--- config.mk ---
export PLATFORM = sky130hd
export DESIGN_NAME = rhcb_result_queue
export DESIGN_NICKNAME = d
export VERILOG_FILES = /design/src/rtl/core/rhcb_pkg.sv /design/src/rtl/core/rhcb_result_queue.sv
export SDC_FILE = /design/constraint.sdc
export NUM_CORES = 1
export LEC_CHECK = 0
export ABC_AREA = 1
export BUFFER_PORTS_ARGS = -buffer_cell sky130_fd_sc_hd__clkbuf_2
export CELL_PAD_IN_SITES_DETAIL_PLACEMENT = 0
export CELL_PAD_IN_SITES_GLOBAL_PLACEMENT = 1
export CORE_ASPECT_RATIO = 0.9
export CORE_UTILIZATION = 48
export CTS_CLUSTER_SIZE = 40
export DETAILED_ROUTE_END_ITERATION = 10
export GPL_ROUTABILITY_DRIVEN = 0
export PLACE_DENSITY_LB_ADDON = 0.1
export SLEW_MARGIN = 20
export SYNTH_ARGS = -nofsm -noshare
export SYNTH_HDL_FRONTEND = slang
export SYNTH_SLANG_ARGS = --single-unit
--- constraint.sdc ---
create_clock -name clk -period 13.2 [get_ports clk]
set_input_delay 0.66 -clock clk [delete_from_list [all_inputs] [get_ports clk]]
set_output_delay 0.66 -clock clk [all_outputs]
set_load 0.01 [all_outputs]
--- src/rtl/core/rhcb_pkg.sv ---
`timescale 1ns / 1ps

package rhcb_pkg;

	localparam int POS_BITS    = 32;
	localparam int OFFSET_W    = 32;
	localparam int HASH_W      = 64;
	localparam int DATA_W      = 8;
	localparam int MAX_WINDOW  = 1024;
	localparam int RING_AW     = $clog2(MAX_WINDOW);

	localparam int CHUNK_W     = 13;
	localparam int ESL_W       = 4;
	localparam int WIN_W       = 11;
	localparam int RF_W        = 64;

	localparam int HASH_MUL_W  = 30;
	localparam logic [HASH_MUL_W-1:0] HASH_MUL = 30'd892181971;

	localparam int MAX_PUSH    = 4;
	localparam int PUSH_CNT_W  = $clog2(MAX_PUSH + 1);
	localparam int PUSH_IDX_W  = $clog2(MAX_PUSH);
	localparam int QUEUE_DEPTH = 8;
	localparam int QCNT_W      = $clog2(QUEUE_DEPTH + 1);

	localparam int APB_DATA_W  = 64;
	localparam int APB_ADDR_W  = 5;
	localparam int REG_IDX_W   = 2;
	localparam int REG_IDX_LSB = 3;

	localparam logic [REG_IDX_W-1:0] REG_CHUNK_BYTES   = 2'd0;
	localparam logic [REG_IDX_W-1:0] REG_ELEMENT_LOG2  = 2'd1;
	localparam logic [REG_IDX_W-1:0] REG_WIN_LEN       = 2'd2;
	localparam logic [REG_IDX_W-1:0] REG_DROP_MUL      = 2'd3;

	localparam logic [CHUNK_W-1:0] CHUNK_BYTES_RST   = 13'd64;
	localparam logic [ESL_W-1:0]   ELEMENT_LOG2_RST  = 4'd0;
	localparam logic [WIN_W-1:0]   WIN_LEN_RST       = 11'd1;
	localparam logic [RF_W-1:0]    DROP_MUL_RST      = 64'd1;

	typedef struct packed {
		logic [CHUNK_W-1:0] chunk_bytes;
		logic [ESL_W-1:0]   element_size_log2;
		logic [WIN_W-1:0]   win_len;
		logic [RF_W-1:0]    drop_mul;
	} cfg_t;

	typedef struct packed {
		logic [OFFSET_W-1:0] offset;
		logic                last;
	} res_t;

	localparam int RES_BITS = $bits(res_t);

	typedef struct packed {
		logic [PUSH_CNT_W-1:0]     count;
		res_t [MAX_PUSH-1:0]       item;
	} push_t;

endpackage

--- src/rtl/core/rhcb_result_queue.sv ---
`timescale 1ns / 1ps

module rhcb_result_queue (
	input  logic                            clk,
	input  logic                            arst_n,
	input  rhcb_pkg::push_t                 push,
	output logic                            room,
	output logic                            out_valid,
	input  logic                            out_ready,
	output logic [rhcb_pkg::OFFSET_W-1:0]   out_offset,
	output logic                            out_last
);

	rhcb_pkg::res_t [rhcb_pkg::QUEUE_DEPTH-1:0] q_q;
	rhcb_pkg::res_t [rhcb_pkg::QUEUE_DEPTH-1:0] q_d;
	rhcb_pkg::res_t [rhcb_pkg::QUEUE_DEPTH-1:0] q_shift;
	logic [rhcb_pkg::QCNT_W-1:0] cnt_q;
	logic [rhcb_pkg::QCNT_W-1:0] cnt_d;
	logic [rhcb_pkg::QCNT_W-1:0] base;
	logic [rhcb_pkg::QCNT_W-1:0] k;
	logic pop;

	assign out_valid  = (cnt_q != '0);
	assign out_offset = q_q[0].offset;
	assign out_last   = q_q[0].last;
	assign pop        = out_valid & out_ready;
	assign room       = (cnt_q <= rhcb_pkg::QCNT_W'(rhcb_pkg::QUEUE_DEPTH - rhcb_pkg::MAX_PUSH));

	// head leaves at slot 0, everything behind it moves down one place
	assign q_shift = q_q >> rhcb_pkg::RES_BITS;
	assign base    = cnt_q - rhcb_pkg::QCNT_W'(pop);
	assign cnt_d   = base + rhcb_pkg::QCNT_W'(push.count);

	always_comb begin
		q_d = q_q;
		k   = '0;
		for (int j = 0; j < rhcb_pkg::QUEUE_DEPTH; j++) begin
			k = rhcb_pkg::QCNT_W'(j) - base;
			if (rhcb_pkg::QCNT_W'(j) < base) begin
				q_d[j] = pop ? q_shift[j] : q_q[j];
			end else if (k < rhcb_pkg::QCNT_W'(push.count)) begin
				q_d[j] = push.item[k[rhcb_pkg::PUSH_IDX_W-1:0]];
			end
		end
	end

	always_ff @(posedge clk or negedge arst_n) begin
		if (!arst_n) begin
			cnt_q <= '0;
		end else begin
			cnt_q <= cnt_d;
		end
	end

	always_ff @(posedge clk) begin
		q_q <= q_d;
	end

`ifndef SYNTHESIS
	a_cnt_bound: assert property (@(posedge clk) disable iff (!arst_n)
		cnt_q <= rhcb_pkg::QCNT_W'(rhcb_pkg::QUEUE_DEPTH))
		else $error("result queue count beyond depth");

	a_push_room: assert property (@(posedge clk) disable iff (!arst_n)
		push.count != '0 |-> room)
		else $error("results pushed without room");

	a_pop_only: assert property (@(posedge clk) disable iff (!arst_n)
		(pop && push.count == '0) |=> cnt_q == $past(cnt_q) - 1'b1)
		else $error("pop did not lower the count");
`endif

endmodule

==> impl_metrics.json <==
{
  "status": "finished, final reports clean",
  "crit_path_start_kind": "register",
  "track_usage_pct": 28.4,
  "final_common_cell": "nand2_1",
  "synth_seq_cells": 268,
  "insertion_delay_ps": 560,
  "holdBufCountCts": 1,
  "chipHeight_microns": 172,
  "design.core.area_sq_um": 31200,
  "layout_min_cycle_time_ps": 5420,
  "dp.cells": 2357,
  "cp-end-kind": "register",
  "antennaDiodeCount": 0,
  "ant_nets": 0,
  "nets": 2138,
  "setup_slack_ps": 7780,
  "grt_max_degree": 111,
  "cts_tree": "yes",
  "wirelength_mm": 46.5,
  "required_ps": 13440,
  "grt_pass1_vias": 11800,
  "syn_to_final_growth_pct": 11.1,
  "fp.dieW_microns": 191,
  "pre_cts_ws_ps": 7580,
  "arrival_ps": 5660,
  "cts_buffers": 29,
  "drc": 0,
  "cp_top_family": "buffers and inverters",
  "antenna_found_initial": 0,
  "drt_iter0_markers": 990,
  "cts_htree_levels": 1,
  "grt_pass1_wl_mm": 69.2,
  "vias": 12900,
  "hold_class": "in2reg",
  "dpl.hpwl_mm": 27.0,
  "synth_cell_types": 31,
  "report.final.slew_viol_count": 0,
  "seq_area_frac_synth_pct": 52.3,
  "worstMarginPinSlew_ps": 1060,
  "critPathMaxFanout": 72,
  "hold_viol_final": 0,
  "r2r-start": "cnt_q[2]",
  "clockBufferDepth": 3,
  "initial_core_util_pct": 49.2,
  "path_class": "reg2reg",
  "layout_common_cells": "852 x nand2_1, 264 x edfxtp_1, 203 x o21ai_0",
  "drtPass1Iterations": 5,
  "dieArea_sq_um": 32700,
  "cp_num_buf_inv": 6,
  "synth.net_count": 2064,
  "crit_path_frequent_cell": "buf_4",
  "crit_path_start": "cnt_q[2]",
  "finClkSkew_ps": 22.1,
  "post-route-period-util_pct": 41.0,
  "grt_setup_unrepaired": "false",
  "crit_slowest_cell": "buf_4",
  "rows": 61,
  "ios": 173,
  "portBuffers": 172,
  "holdCritStartpoint": "push[132]",
  "setup_viol": 0,
  "synth_area_sq_um": 15400,
  "slowest_delay_ps": 620,
  "fmax_mhz": 185,
  "wl_per_cell_microns": 19.3,
  "stdcell_count": 2412,
  "via_per_inst": 5.36,
  "clockRootBuffer": "clkbuf_16",
  "overflow": 0,
  "fill_cells": 2959,
  "clock-sinks": 268,
  "path_cells": "nor2_4, nand3_1, and2_1, ha_4, ha_2, buf_4, inv_2, ha_2, buf_4, inv_2, buf_4, ha_1, nand2_1, a21boi_0, nor2_1, nor2_1, nor2_4, buf_16",
  "ctsResizeCount": 0,
  "relSlewSlack_pct": 29.1,
  "yosysWarnings": 0,
  "syn_inst": 1907,
  "post_cts_buffers": 0,
  "maxCapViolCount": 0,
  "drive_above_1_share_pct": 13.6,
  "timing.setup.tns_ps": 0,
  "worst_setup_hold_path_clk_slew_ps": 70,
  "synth.avg_cell_area_sq_um": 8.05
}
flip-flops by register name, summed over array words and instances, names as in the netlist:
signal	count
q_q	231
out_offset	32
cnt_q	4
out_last	1
kinds of logic (layout without fill, tap and decap cells):
family / Yosys count / after routing / share of synthesized area, %
simple gates: 1096 / 1096 / 28.9
compound gates: 309 / 309 / 10.1
flops: 268 / 268 / 52.3
buf+inv: 213 / 309 / 6.99
fa+ha+maj: 19 / 19 / 1.60
xor+xnor: 2 / 2 / 0.114
Yosys cell counts:
| library cell | instances | share of area (%) |
|---|---|---|
| inv_1 | 59 | 1.4 |
| fa_1 | 1 | 0.13 |
| o21ai_1 | 32 | 1.0 |
| xnor2_1 | 1 | 0.057 |
| nand3_2 | 1 | 0.065 |
| nand2_2 | 7 | 0.29 |
| clkbuf_1 | 34 | 0.83 |
| nand3_1 | 6 | 0.20 |
| buf_2 | 55 | 1.8 |
| nor2_8 | 2 | 0.26 |
| nand2_1 | 858 | 21 |
| and2_0 | 21 | 0.86 |
| nor2_4 | 6 | 0.44 |
| a21oi_1 | 72 | 2.3 |
| inv_2 | 5 | 0.12 |
| buf_4 | 46 | 2.2 |
| a21boi_0 | 1 | 0.049 |
| nor2_1 | 143 | 3.5 |
| edfxtp_1 | 264 | 52 |
| dfrtp_1 | 4 | 0.65 |
| o21ai_0 | 204 | 6.6 |
| buf_6 | 4 | 0.29 |
| and2_1 | 46 | 1.9 |
| nand3_4 | 1 | 0.11 |
| nand2_4 | 3 | 0.22 |
| ha_1 | 18 | 1.5 |
| nor2_2 | 1 | 0.041 |
| buf_1 | 9 | 0.22 |
| nand2_8 | 1 | 0.13 |
| xor2_1 | 1 | 0.057 |
| inv_4 | 1 | 0.041 |
layout make-up:
cell class              instances  area, sq um  share of cell area [%]
clock inverters                17          185                    1.08
repair buffers                191         1030                    6.01
well taps                     409          512                    3.00
inverters                      65          246                    1.44
multi-input cells            1426         6320                    37.0
clock buffers                  36          752                    4.41
flip-flops and latches        268         8030                    47.0
metal layers:
layer / GRT usage, % / wire (microns) / vias up
li1: - / - / 6313
met2: 48.0 / 22100 / 513
met4: 7.62 / 1070 / 0
met3: 2.49 / 3130 / 78
met1: 39.2 / 20200 / 6022
met5: 0 / 0 / -
through the flow:
stage | area, sq um | hold WS [ps] | util [%]
global placement | 16100 | 474 | 51.5
finish | 17100 | 396 | 54.7
detailed placement | 16100 | 475 | 51.5
floorplan | 15400 | 364 | -
global route | 17100 | 404 | 54.7
CTS | 17000 | 383 | 54.6
final timing paths:
path                            endpoint  slack [ps]  depth (start not counted)
worst max-delay path             q_q[78]        7780                         18
worst min-delay path            cnt_q[0]         400                          3
worst max register to register   q_q[78]        7780                         18
worst min register to register  q_q[229]         510                          2
max in group asynchronous       cnt_q[3]       12630                          2
min in group asynchronous       cnt_q[2]         450                          2
worst min-delay path: stages:
cell	delay (ps)
clkbuf_2	90
ha_1	130
inv_1	30
Power is not shown: default switching activity piles up to over one toggle a cycle in this logic, so the estimate is an artifact.
